## src/sv/atfe_pkg.sv

```systemverilog
// Package for the API transmit frame encoder.
// Holds the transaction structs, command queue types and frame constants.
// No dependencies.
`default_nettype none

package atfe_pkg;

  // Frame kind codes carried by a start transaction
  localparam logic [1:0] OP_UNICAST   = 2'd0;
  localparam logic [1:0] OP_BROADCAST = 2'd1;
  localparam logic [1:0] OP_NODE_DISC = 2'd2;

  // Frame constants
  localparam logic [7:0]  START_DELIM  = 8'h7E;
  localparam logic [7:0]  TYPE_TX_REQ  = 8'h10;
  localparam logic [7:0]  TYPE_AT_CMD  = 8'h08;
  localparam logic [7:0]  BYTE_FF      = 8'hFF;
  localparam logic [7:0]  BYTE_FE      = 8'hFE;
  localparam logic [7:0]  BYTE_01      = 8'h01;
  localparam logic [7:0]  BYTE_00      = 8'h00;
  localparam logic [7:0]  ND_LEN_L     = 8'h04;
  localparam logic [7:0]  AT_CHAR_N    = 8'h4E;
  localparam logic [7:0]  AT_CHAR_D    = 8'h44;
  localparam logic [7:0]  SUM_INIT     = 8'hFF;
  localparam logic [7:0]  BCAST_ID     = 8'h01;
  localparam logic [15:0] MAX_PAYLOAD  = 16'd65521;
  localparam logic [15:0] LEN_OVERHEAD = 16'd14;

  // Header lengths in bytes, without payload and checksum
  localparam logic [4:0] TX_HDR_LEN = 5'd17;
  localparam logic [4:0] ND_HDR_LEN = 5'd7;

  // Command queue geometry
  localparam int CQ_DEPTH = 4;
  localparam int CQ_AW    = $clog2(CQ_DEPTH);

  typedef struct packed {
    logic [1:0]  opcode;
    logic        start_frame;
    logic [15:0] payload_len;
    logic [63:0] dest_addr;
    logic [7:0]  data_byte;
  } in_item_t;

  typedef struct packed {
    logic [7:0] out_byte;
    logic       frame_end;
    logic       run_last;
  } out_item_t;

  typedef enum logic [1:0] {
    CMD_UNICAST,
    CMD_BROADCAST,
    CMD_NODE_DISC,
    CMD_DATA
  } cmd_kind_t;

  // One command from the front to the serializer
  typedef struct packed {
    cmd_kind_t   kind;
    logic [15:0] frame_len;
    logic [7:0]  frame_id;
    logic [63:0] dest_addr;
    logic [7:0]  data_byte;
    logic        has_data;
    logic        has_cks;
  } cmd_t;

endpackage

`default_nettype wire

```

## src/sv/atfe_front.sv

```systemverilog
// Front end: accepts input transactions, classifies them and tracks
// the frame counter and the payload bytes still expected. Uses atfe_pkg.
`default_nettype none

module atfe_front (
  input  wire logic            clk,
  input  wire logic            rst_n,
  input  wire logic            in_accept,
  input  wire atfe_pkg::in_item_t in_item,
  output logic                 cmd_valid,
  output atfe_pkg::cmd_t       cmd
);

  logic [7:0]  frame_counter_r, frame_counter_nxt;
  logic [15:0] bytes_rem_r, bytes_rem_nxt;
  logic [7:0]  next_id;
  logic [15:0] plen_sat;

  // Next frame ID skips zero
  assign next_id  = (frame_counter_r == 8'hFF) ? 8'h01 : frame_counter_r + 8'h01;
  assign plen_sat = (in_item.payload_len > atfe_pkg::MAX_PAYLOAD) ?
                    atfe_pkg::MAX_PAYLOAD : in_item.payload_len;

  // Classify the transaction into a serializer command
  always_comb begin
    frame_counter_nxt = frame_counter_r;
    bytes_rem_nxt     = bytes_rem_r;
    cmd_valid         = 1'b0;
    cmd.kind          = atfe_pkg::CMD_DATA;
    cmd.frame_len     = plen_sat + atfe_pkg::LEN_OVERHEAD;
    cmd.frame_id      = next_id;
    cmd.dest_addr     = in_item.dest_addr;
    cmd.data_byte     = in_item.data_byte;
    cmd.has_data      = 1'b0;
    cmd.has_cks       = 1'b0;
    if (in_item.start_frame) begin
      case (in_item.opcode)
        atfe_pkg::OP_UNICAST, atfe_pkg::OP_BROADCAST: begin
          cmd_valid     = 1'b1;
          cmd.has_data  = (plen_sat != 16'd0);
          cmd.has_cks   = (plen_sat <= 16'd1);
          bytes_rem_nxt = (plen_sat != 16'd0) ? plen_sat - 16'd1 : 16'd0;
          if (in_item.opcode == atfe_pkg::OP_UNICAST) begin
            cmd.kind          = atfe_pkg::CMD_UNICAST;
            frame_counter_nxt = next_id;
          end else begin
            cmd.kind     = atfe_pkg::CMD_BROADCAST;
            cmd.frame_id = atfe_pkg::BCAST_ID;
          end
        end
        atfe_pkg::OP_NODE_DISC: begin
          cmd_valid         = 1'b1;
          cmd.kind          = atfe_pkg::CMD_NODE_DISC;
          cmd.has_cks       = 1'b1;
          bytes_rem_nxt     = 16'd0;
          frame_counter_nxt = next_id;
        end
        default: begin
          // unused opcode: no frame, no state change
        end
      endcase
    end else if (bytes_rem_r != 16'd0) begin
      cmd_valid     = 1'b1;
      cmd.has_data  = 1'b1;
      cmd.has_cks   = (bytes_rem_r == 16'd1);
      bytes_rem_nxt = bytes_rem_r - 16'd1;
    end
    if (!in_accept) begin
      cmd_valid         = 1'b0;
      frame_counter_nxt = frame_counter_r;
      bytes_rem_nxt     = bytes_rem_r;
    end
  end

  always_ff @(posedge clk) begin
    if (!rst_n) begin
      frame_counter_r <= 8'h00;
      bytes_rem_r     <= 16'd0;
    end else begin
      frame_counter_r <= frame_counter_nxt;
      bytes_rem_r     <= bytes_rem_nxt;
    end
  end

endmodule

`default_nettype wire

```

## src/sv/atfe_cmdq.sv

```systemverilog
// Short command queue between the front end and the serializer.
// Register array read at the head pointer. Uses atfe_pkg.
`default_nettype none

module atfe_cmdq (
  input  wire logic           clk,
  input  wire logic           rst_n,
  input  wire logic           wr_en,
  input  wire atfe_pkg::cmd_t wr_cmd,
  output logic                full,
  output logic                head_valid,
  output atfe_pkg::cmd_t      head_cmd,
  input  wire logic           rd_en
);

  atfe_pkg::cmd_t mem [atfe_pkg::CQ_DEPTH];
  logic [atfe_pkg::CQ_AW-1:0] wr_ptr_r, rd_ptr_r;
  logic [atfe_pkg::CQ_AW:0]   count_r, count_nxt;

  assign full       = (count_r == (atfe_pkg::CQ_AW+1)'(atfe_pkg::CQ_DEPTH));
  assign head_valid = (count_r != '0);
  assign head_cmd   = mem[rd_ptr_r];

  always_comb begin
    count_nxt = count_r;
    if (wr_en && !(rd_en && head_valid)) count_nxt = count_r + 1'b1;
    else if (!wr_en && rd_en && head_valid) count_nxt = count_r - 1'b1;
  end

  // Storage
  always_ff @(posedge clk) begin
    if (wr_en) mem[wr_ptr_r] <= wr_cmd;
  end

  // Pointers and fill count
  always_ff @(posedge clk) begin
    if (!rst_n) begin
      wr_ptr_r <= '0;
      rd_ptr_r <= '0;
      count_r  <= '0;
    end else begin
      if (wr_en) wr_ptr_r <= wr_ptr_r + 1'b1;
      if (rd_en && head_valid) rd_ptr_r <= rd_ptr_r + 1'b1;
      count_r <= count_nxt;
    end
  end

endmodule

`default_nettype wire

```

## src/sv/atfe_back.sv

```systemverilog
// Serializer: steps through each command one byte per unstalled cycle,
// keeps the running checksum and holds the output register. Uses atfe_pkg.
`default_nettype none

module atfe_back (
  input  wire logic              clk,
  input  wire logic              rst_n,
  input  wire logic              cmd_valid,
  input  wire atfe_pkg::cmd_t    cmd,
  output logic                   cmd_done,
  output logic                   out_empty,
  input  wire logic              out_pop,
  output atfe_pkg::out_item_t    out_item
);

  logic [4:0] idx_r, idx_nxt;
  logic [7:0] sum_r, sum_nxt;
  logic       out_valid_r;
  atfe_pkg::out_item_t out_item_r;

  logic       advance;
  logic [4:0] hdr_len, last_idx, dsel_full;
  logic [2:0] dsel;
  logic [7:0] hdr_byte, cur_byte, sum_base;
  logic       is_hdr, is_data, summed, is_last, is_start;

  assign advance   = cmd_valid && (!out_valid_r || out_pop);
  assign is_start  = (cmd.kind != atfe_pkg::CMD_DATA);
  assign dsel_full = 5'd12 - idx_r;
  assign dsel      = dsel_full[2:0];

  // Header length and position decode
  always_comb begin
    case (cmd.kind)
      atfe_pkg::CMD_UNICAST, atfe_pkg::CMD_BROADCAST: hdr_len = atfe_pkg::TX_HDR_LEN;
      atfe_pkg::CMD_NODE_DISC:                        hdr_len = atfe_pkg::ND_HDR_LEN;
      default:                                        hdr_len = 5'd0;
    endcase
    last_idx = hdr_len + {4'd0, cmd.has_data} + {4'd0, cmd.has_cks} - 5'd1;
    is_hdr   = (idx_r < hdr_len);
    is_data  = !is_hdr && cmd.has_data && (idx_r == hdr_len);
    is_last  = (idx_r == last_idx);
  end

  // Header byte at the current position
  always_comb begin
    hdr_byte = atfe_pkg::BYTE_00;
    case (idx_r)
      5'd0: hdr_byte = atfe_pkg::START_DELIM;
      5'd1: hdr_byte = (cmd.kind == atfe_pkg::CMD_NODE_DISC) ? atfe_pkg::BYTE_00
                                                              : cmd.frame_len[15:8];
      5'd2: hdr_byte = (cmd.kind == atfe_pkg::CMD_NODE_DISC) ? atfe_pkg::ND_LEN_L
                                                              : cmd.frame_len[7:0];
      5'd3: hdr_byte = (cmd.kind == atfe_pkg::CMD_NODE_DISC) ? atfe_pkg::TYPE_AT_CMD
                                                              : atfe_pkg::TYPE_TX_REQ;
      5'd4: hdr_byte = cmd.frame_id;
      5'd5, 5'd6, 5'd7, 5'd8, 5'd9, 5'd10, 5'd11, 5'd12: begin
        if (cmd.kind == atfe_pkg::CMD_NODE_DISC)
          hdr_byte = (idx_r == 5'd5) ? atfe_pkg::AT_CHAR_N : atfe_pkg::AT_CHAR_D;
        else if (cmd.kind == atfe_pkg::CMD_UNICAST)
          hdr_byte = cmd.dest_addr[{dsel, 3'b000} +: 8];
        else
          hdr_byte = (idx_r >= 5'd11) ? atfe_pkg::BYTE_FF : atfe_pkg::BYTE_00;
      end
      5'd13: hdr_byte = atfe_pkg::BYTE_FF;
      5'd14: hdr_byte = atfe_pkg::BYTE_FE;
      5'd15: hdr_byte = (cmd.kind == atfe_pkg::CMD_UNICAST) ? atfe_pkg::BYTE_00
                                                             : atfe_pkg::BYTE_01;
      5'd16: hdr_byte = (cmd.kind == atfe_pkg::CMD_UNICAST) ? atfe_pkg::BYTE_01
                                                             : atfe_pkg::BYTE_00;
      default: hdr_byte = atfe_pkg::BYTE_00;
    endcase
  end

  // Byte select and checksum update; a new frame restarts the sum
  always_comb begin
    sum_base = (is_start && idx_r == 5'd0) ? atfe_pkg::SUM_INIT : sum_r;
    if (is_hdr)       cur_byte = hdr_byte;
    else if (is_data) cur_byte = cmd.data_byte;
    else              cur_byte = sum_base;
    summed  = (is_hdr && idx_r >= 5'd3) || is_data;
    sum_nxt = summed ? sum_base - cur_byte : sum_base;
    idx_nxt = is_last ? 5'd0 : idx_r + 5'd1;
  end

  assign cmd_done  = advance && is_last;
  assign out_empty = !out_valid_r;
  assign out_item  = out_item_r;

  // Output register payload
  always_ff @(posedge clk) begin
    if (advance) begin
      out_item_r.out_byte  <= cur_byte;
      out_item_r.frame_end <= !is_hdr && !is_data;
      out_item_r.run_last  <= is_last;
    end
  end

  // Sequencer and output valid
  always_ff @(posedge clk) begin
    if (!rst_n) begin
      idx_r       <= 5'd0;
      sum_r       <= atfe_pkg::SUM_INIT;
      out_valid_r <= 1'b0;
    end else begin
      if (advance) begin
        idx_r <= idx_nxt;
        sum_r <= sum_nxt;
      end
      if (advance)      out_valid_r <= 1'b1;
      else if (out_pop) out_valid_r <= 1'b0;
    end
  end

endmodule

`default_nettype wire

```

## src/sv/api_tx_frame_encoder_top.sv

```systemverilog
// API transmit frame encoder: one input transaction opens a frame (header
// plus optional first payload byte) or adds a payload byte; results are the
// serialized frame bytes with a closing checksum. The front end takes one
// input transaction per cycle, unless the queue is full, into a four-entry
// command queue; the serializer emits one byte per cycle while the output
// is popped, and a start transaction yields 8 to 19 output bytes and a
// payload byte 1 to 2. The output byte rate of one per cycle sets the
// sustained throughput. Depends on atfe_pkg, atfe_front, atfe_cmdq and atfe_back.
`default_nettype none

module api_tx_frame_encoder_top (
  input  wire logic                clk,
  input  wire logic                rst_n,
  input  wire logic                in_push,
  output logic                     in_full,
  input  wire atfe_pkg::in_item_t  in_item,
  output logic                     out_empty,
  input  wire logic                out_pop,
  output atfe_pkg::out_item_t      out_item
);

  logic           in_accept;
  logic           fe_cmd_valid;
  atfe_pkg::cmd_t fe_cmd;
  logic           q_head_valid;
  atfe_pkg::cmd_t q_head_cmd;
  logic           be_cmd_done;

  assign in_accept = in_push && !in_full;

  atfe_front u_front (
    .clk       (clk),
    .rst_n     (rst_n),
    .in_accept (in_accept),
    .in_item   (in_item),
    .cmd_valid (fe_cmd_valid),
    .cmd       (fe_cmd)
  );

  atfe_cmdq u_cmdq (
    .clk        (clk),
    .rst_n      (rst_n),
    .wr_en      (fe_cmd_valid),
    .wr_cmd     (fe_cmd),
    .full       (in_full),
    .head_valid (q_head_valid),
    .head_cmd   (q_head_cmd),
    .rd_en      (be_cmd_done)
  );

  atfe_back u_back (
    .clk       (clk),
    .rst_n     (rst_n),
    .cmd_valid (q_head_valid),
    .cmd       (q_head_cmd),
    .cmd_done  (be_cmd_done),
    .out_empty (out_empty),
    .out_pop   (out_pop),
    .out_item  (out_item)
  );

endmodule

`default_nettype wire
```

## config.mk

```make
export PLATFORM = sky130hd
export DESIGN_NAME = api_tx_frame_encoder_top
export DESIGN_NICKNAME = d
export VERILOG_FILES = /design/src/sv/atfe_pkg.sv /design/src/sv/atfe_front.sv /design/src/sv/atfe_cmdq.sv /design/src/sv/atfe_back.sv /design/src/sv/api_tx_frame_encoder_top.sv
export SDC_FILE = /design/constraint.sdc
export NUM_CORES = 1
export LEC_CHECK = 0
export ABC_AREA = 1
export BUFFER_PORTS_ARGS = -buffer_cell sky130_fd_sc_hd__buf_2
export CAP_MARGIN = 10
export CORE_MARGIN = 4
export CORE_UTILIZATION = 50
export CTS_CLUSTER_SIZE = 16
export DETAILED_ROUTE_END_ITERATION = 10
export GPL_TIMING_DRIVEN = 0
export PLACE_DENSITY = 0.64
export RECOVER_POWER = 25
export SYNTH_ARGS = -nofsm -noshare
export SYNTH_HDL_FRONTEND = slang
export SYNTH_HIERARCHICAL = 1
export SYNTH_SLANG_ARGS = --single-unit
```

## constraint.sdc

```tcl
create_clock -name clk -period 12.9 [get_ports clk]
set_input_delay 0.645 -clock clk [delete_from_list [all_inputs] [get_ports clk]]
set_output_delay 0.645 -clock clk [all_outputs]
set_load 0.02 [all_outputs]
```

# [After elaboration in Yosys (flattened, before gate mapping)]
# Memory sizes are Yosys's and may differ from the RTL's. A register that Yosys moved wholly into a read port is not among the register bits.
# Cells that the tools add are included.
[classes] addsub=14 mul=0 div_mod_pow=0 magnitude_cmp=5 eq_ne=28 shift=1 mux=46 bitwise=0 reduce_logical=36
[op_table] cell="8-bit two-way mux" count=14
[op_table] cell="8-bit one-hot mux with 10 select lines" count=1
[op_table] cell="16-bit two-way mux" count=4
[op_table] cell="64-bit by 7-bit variable part select with 8-bit output" count=1
[op_table] cell="5-bit by 4-bit == test with 1-bit output (second input constant)" count=8
[op_table] cell="16-bit one-hot mux with 2 select lines" count=1
[op_table] cell="16-bit nonzero test" count=2
[op_table] cell="16-bit by 1-bit subtractor with 16-bit output (second input constant)" count=2
[op_table] cell="5-bit by 3-bit == test with 1-bit output (second input constant)" count=4
[op_table] cell="16-bit by 4-bit adder with 16-bit output (second input constant)" count=1
[op_table] cell="16-bit by 1-bit == test with 1-bit output (second input constant)" count=1
[op_table] cell="16-bit greater-than comparator (second input constant)" count=1
[op_table] cell="16-bit by 1-bit <= comparator with 1-bit output (second input constant)" count=1
[op_table] cell="8-bit one-hot mux with 2 select lines" count=1
[op_table] cell="1-bit logical AND" count=12
[op_table] cell="1-bit two-way mux" count=12
[op_table] cell="5-bit by 1-bit adder with 5-bit output" count=2
[op_table] cell="5-bit by 2-bit == test with 1-bit output (second input constant)" count=2
[op_table] cell="5-bit == test" count=2
[op_table] cell="2-bit two-way mux" count=5
[op_table] cell="5-bit two-way mux" count=2
[op_table] cell="5-bit one-hot mux with 2 select lines" count=1
[op_table] cell="8-bit by 1-bit adder with 8-bit output (second input constant)" count=1
[op_table] cell="8-bit == test (second input constant)" count=1
[op_table] cell="33 further kinds" count=48
[totals] register_bits=55 latchBits=0 mem_bits_rw=400 rom_bits=0 input_bits=95 out_inout_bits=12 elab_cells=142 n_memories=1
[mem_list] memory="u_cmdq.mem" depth=4 width=100 rd=1 rd_ports_with_merged_regs=1 wr=1 line_no="atfe_cmdq.sv:16" rtl="atfe_pkg::cmd_t mem [atfe_pkg::CQ_DEPTH];"

# [Depth between registers and ports, before layout]
[depth] ltp_word=12 ltp_mapped=28 ltp_nobuf=24

# [Hierarchy]
# Netlist, hierarchy kept.
[modules_own_cells] module="atfe_cmdq" n_inst=1 cells_each=1032 area_per_inst_um2=15403.5 seq_area_each_um2=12191.7
[modules_own_cells] module="atfe_front" n_inst=1 cells_each=480 area_per_inst_um2=3055.4 seq_area_each_um2=480.5
[modules_own_cells] module="atfe_back" n_inst=1 cells_each=446 area_per_inst_um2=2859.0 seq_area_each_um2=580.6
[modules_own_cells] module="api_tx_frame_encoder_top" n_inst=1 cells_each=2 area_per_inst_um2=10.0 seq_area_each_um2=0.0

# [Worst setup path before layout]
# No wires, ideal clock.
[synth_timing] path_type="register to register" start="reg (tool-made name)" end="reg u_back.sum_r[6]" setup_time_ns=0.144 arrival_ns=3.994 t_required_ns=12.756 setup_slack_ns=8.762 path_stages_with_launch=27 path_buffers=4 period_less_slack_ns=4.138 cell_sequence="dfxtp_1 > buf_6 > inv_4 > buf_8 > buf_6 > nor2_1 > o22ai_1 > nand2_1 > buf_2 > ha_1 > nand2_1 > a21oi_2 > nor3_4 > nor2_4 > nor2_2 > inv_2 > o22ai_1 > a21oi_1 > ha_1 > fa_1 > o21ai_0 > a21oi_1 > nor2_1 > nor2_1 > xnor2_1 > nor2_1 > o221ai_1"
[synth_lines] element="end signal: assignment" line_no="atfe_back.sv:103" rtl="sum_r <= atfe_pkg::SUM_INIT;"
[synth_lines] element="end signal: assignment" line_no="atfe_back.sv:108" rtl="sum_r <= sum_nxt;"
[synth_lines] element="end: declaration" line_no="atfe_back.sv:17" rtl="logic [7:0] sum_r, sum_nxt;"

==> results.md <==
- Status: complete, no violations
- Overall die width: 215 µm
- PwrDens: 171 nW/µm²
- Count of TritonRoute iterations in the first routing pass: 5
- Total vias in the final route: 15000
- Number of sinks handled by clock tree synthesis: 457
- Core Box Area: 42000 µm²
- Number of max-capacitance violations reported: 0
- Fraction of final layout cells sized beyond drive strength 1: 13.2%
- Endpoint required time on the critical path: 13.32 ns
- Via count of the first global-routing pass: 14500
- Leading post-synthesis cells by cell area: sky130_fd_sc_hd__edfxtp_1 (58%), sky130_fd_sc_hd__nor2_1 (5.2%), sky130_fd_sc_hd__dfxtp_1 (4.4%), sky130_fd_sc_hd__o21ai_0 (3.6%), sky130_fd_sc_hd__nand2_1 (3.4%)
- Gr usage total: 22.5%
- Setup repair after global routing missed its margin: false
- GRT overflow: 0
- Number of buffers between clock root and the deepest sink: 3
- Detailed Place HPWL: 34.8 mm
- Final Setup Violations: 0
- # H-tree levels: 2
- Hold bufs inserted after CTS: 0
- Final clock period utilization by the worst path: 41.9%
- RePlAce Congestion: 0.921
- Area fraction of the dominant cell type after synthesis: 57.7%
- Fraction of registers with async set/reset: 0%
- Number of instances resized during post-cts repair: 0
- Post-DR vias/cell: 5.73
- Non-filler cells in the finished layout: 2626
- Library cell with the largest summed area after synthesis: sky130_fd_sc_hd__edfxtp_1
- Hold Fails Final Rpt: 0
- Sequence of cells on the critical path: clkinv_1 -> clkbuf_1 -> o21ai_2 -> o22ai_1 -> nand2_1 -> buf_2 -> ha_1 -> nand2_1 -> a21oi_2 -> nor3_4 -> nor2_4 -> nor2_2 -> inv_2 -> o22ai_1 -> a21oi_1 -> ha_1 -> fa_1 -> o21ai_0 -> a21oi_1 -> nor2_1 -> nor2_1 -> xnor2_1 -> nor2_1 -> o221ai_1
- Final period demand of the worst path: 5.41 ns
- Final-report max-slew violation count: 0
- Final nets: 2175
- Number of buffers added for setup after CTS: 0
- Gate count after technology mapping: 1960
- Cell type of the slowest stage on the worst timing path: sky130_fd_sc_hd__o22ai_1
- Average cell area after synthesis: 10.9 µm²
- Total Routed Length: 53.9 mm
- Worst supply voltage drop on vdd: 0.103 mV
- Clock transition time at the flip-flop clock pins of the worst setup and hold paths: 0.06 ns
- Number of nets with antenna violations after detailed routing: 0
- Proportion of synthesized chip area in sequential cells: 62.1%
- Count of synthesis-stage warnings from yosys: 6
- Max Fanout on Critical Path: 12
- Stage delay of the slowest cell on the critical path: 0.56 ns
- Row count: 75
- Most numerous cell on the critical path: sky130_fd_sc_hd__nor2_1
- Number of antenna violations at the first check in global routing: 2
- CTS Root Buffer Type: sky130_fd_sc_hd__clkbuf_16
- Slew of the pin with the lowest slew margin: 1.20 ns
- Worst hold margin: 0.285 ns
- I/O pins: 107
- Classification of the worst setup path: register to register
- Pin count of the biggest net entering global routing: 77
- Post-Syn Area: 21300 µm²
- Number of enable-type register cells in the synthesized netlist: 410
- Lkg Pwr: 8.66 nW
- Number of nets produced by synthesis: 2088
- FF+latch count, synth: 457
- Worst endpoint data arrival time: 5.83 ns
- Worst slew margin: 19.1%
- Kind of start point of the critical path: register
- Setup Total Neg Slack: 0 ns
- Setup crit end kind: register
- Number of buffers added by the clock tree synthesis step: 49
- Initial core utilization: 50.7%
- Worst clock skew on the final layout: 0.0267 ns
- Highest clock rate: 0.185 GHz
- Routed length per placed instance: 20.5 µm
- Layout Area Growth over Synthesis: 10.7%
- Wire length of the first global-routing pass: 81.2 mm
- Number of buffer cells added on primary ports: 32
- Residual DRC count: 0
- Most used flip-flop cell after synthesis: sky130_fd_sc_hd__edfxtp_1
- Hold Path Class: input port to register
- Die area: 46000 µm²
- Die height: 215 µm
- TritonCTS clock tree: built
- Violation count after the first detailed-route iteration: 1267
- Count of distinct cell types in the synthesized netlist: 56
- Placed cells: 2535
- Skew-Pair Late Insertion Delay: 0.59 ns
-- flip-flops by register name (all words and copies together), names as in the netlist, named ones only --
signal                   cells
u_back/idx_r                 5
u_back/out_item             10
u_back/out_valid_r           1
u_back/sum_r                 8
u_cmdq/count_r               3
u_cmdq/mem                 400
u_cmdq/rd_ptr_r              2
u_cmdq/wr_ptr_r              2
u_front/bytes_rem_r         16
u_front/frame_counter_r      8
-- worst max-delay path: cells and delay by family (launching register included) --
kind,cells,cell delay (ns)
xor+xnor,1,0.12
compound gates,8,1.49
simple gates,8,1.22
flops,1,0.31
fa+ha+maj,3,1.00
buf+inv,4,1.14
-- routing by layer --
metal	wire [µm]	track usage, %	vias up
li1	-	-	7089
met1	23700	31.3	7354
met2	25600	36.4	501
met3	3060	3.74	104
met4	1610	7.24	0
met5	0	0	-
-- worst paths after layout --
kind / from / end / slack (ns) / depth (start not counted)
max reg2reg: register / u_back/sum_r[6] / 7.49 / 24
min: in_item[26] / u_cmdq/mem[1][28] / 0.29 / 1
max: register / u_back/sum_r[6] / 7.49 / 24
min reg2reg: u_cmdq/rd_ptr_r[1] / register / 0.46 / 2
-- synthesized netlist by cell type, types with 9 or more instances --
library cell and number:
sky130_fd_sc_hd__o21ai_1 105, sky130_fd_sc_hd__nand2_1 191, sky130_fd_sc_hd__nor2_4 10, sky130_fd_sc_hd__a22oi_1 13
sky130_fd_sc_hd__buf_2 10, sky130_fd_sc_hd__clkbuf_1 31, sky130_fd_sc_hd__o21ai_0 155, sky130_fd_sc_hd__inv_2 19
sky130_fd_sc_hd__nor3_1 12, sky130_fd_sc_hd__ha_1 31, sky130_fd_sc_hd__xor2_1 24, sky130_fd_sc_hd__a21oi_1 75
sky130_fd_sc_hd__nand4_1 20, sky130_fd_sc_hd__nor2_1 295, sky130_fd_sc_hd__edfxtp_1 410, sky130_fd_sc_hd__buf_6 35
sky130_fd_sc_hd__nand2_2 15, sky130_fd_sc_hd__inv_1 113, sky130_fd_sc_hd__a21oi_2 9, sky130_fd_sc_hd__buf_4 76
sky130_fd_sc_hd__o22ai_1 105, sky130_fd_sc_hd__nand3_1 66, sky130_fd_sc_hd__dfxtp_1 47
-- through the flow --
stage               power [mW]  setup slack (ns)  instance area, µm²  utilization (%)
finish                    4.04              7.49               23600             56.2
global route              4.23              7.10               23600             56.2
CTS                       4.06              7.52               23800             56.7
detailed placement        2.72              7.56               22300             53.0
global placement          2.71              6.73               22200             52.7
floorplan                 2.46              8.76               21300                -
-- logic make-up after synthesis --
group,after synthesis,share of synthesized area (%)
DFF,457,62.1
buffers and inverters,300,8.15
adders and majority gates,33,2.01
xor gates and xnor gates,32,1.31
and+or+nand+nor,644,13.4
AOI/OAI and AO/OA,494,13.0
-- final cells by class --
cell class                      count  area [µm²]
Fill cell                        3611       18400
Inverter                          137         544
Multi-Input combinational cell   1203        6340
Clock buffer                       59        1310
Tap cell                          539         674
Sequential cell                   457       13300
Clock inverter                     30         225
Timing Repair Buffer               36         270
Buffer                            163        1000
Antenna cell                        2        5.00
-- power breakdown --
part / switching (mW) / internal (mW)
Sequential: 0.0351 / 1.74
Combinational: 0.622 / 0.304
Clock: 0.560 / 0.779
Total: 1.22 / 2.83
-- cell usage in the layout, fill, tap and decap left out, types with 66 or more instances in the layout --
cell | synthesis | routed
sky130_fd_sc_hd__clkbuf_1 | 31 | 96
sky130_fd_sc_hd__nor2_1 | 295 | 295
sky130_fd_sc_hd__o21ai_1 | 105 | 105
sky130_fd_sc_hd__nand2_1 | 191 | 191
sky130_fd_sc_hd__inv_1 | 113 | 109
sky130_fd_sc_hd__a21oi_1 | 75 | 75
sky130_fd_sc_hd__o21ai_0 | 155 | 155
sky130_fd_sc_hd__nand3_1 | 66 | 66
sky130_fd_sc_hd__edfxtp_1 | 410 | 410
sky130_fd_sc_hd__o22ai_1 | 105 | 105
No activity file was read; power rests on OpenSTA's default activity.
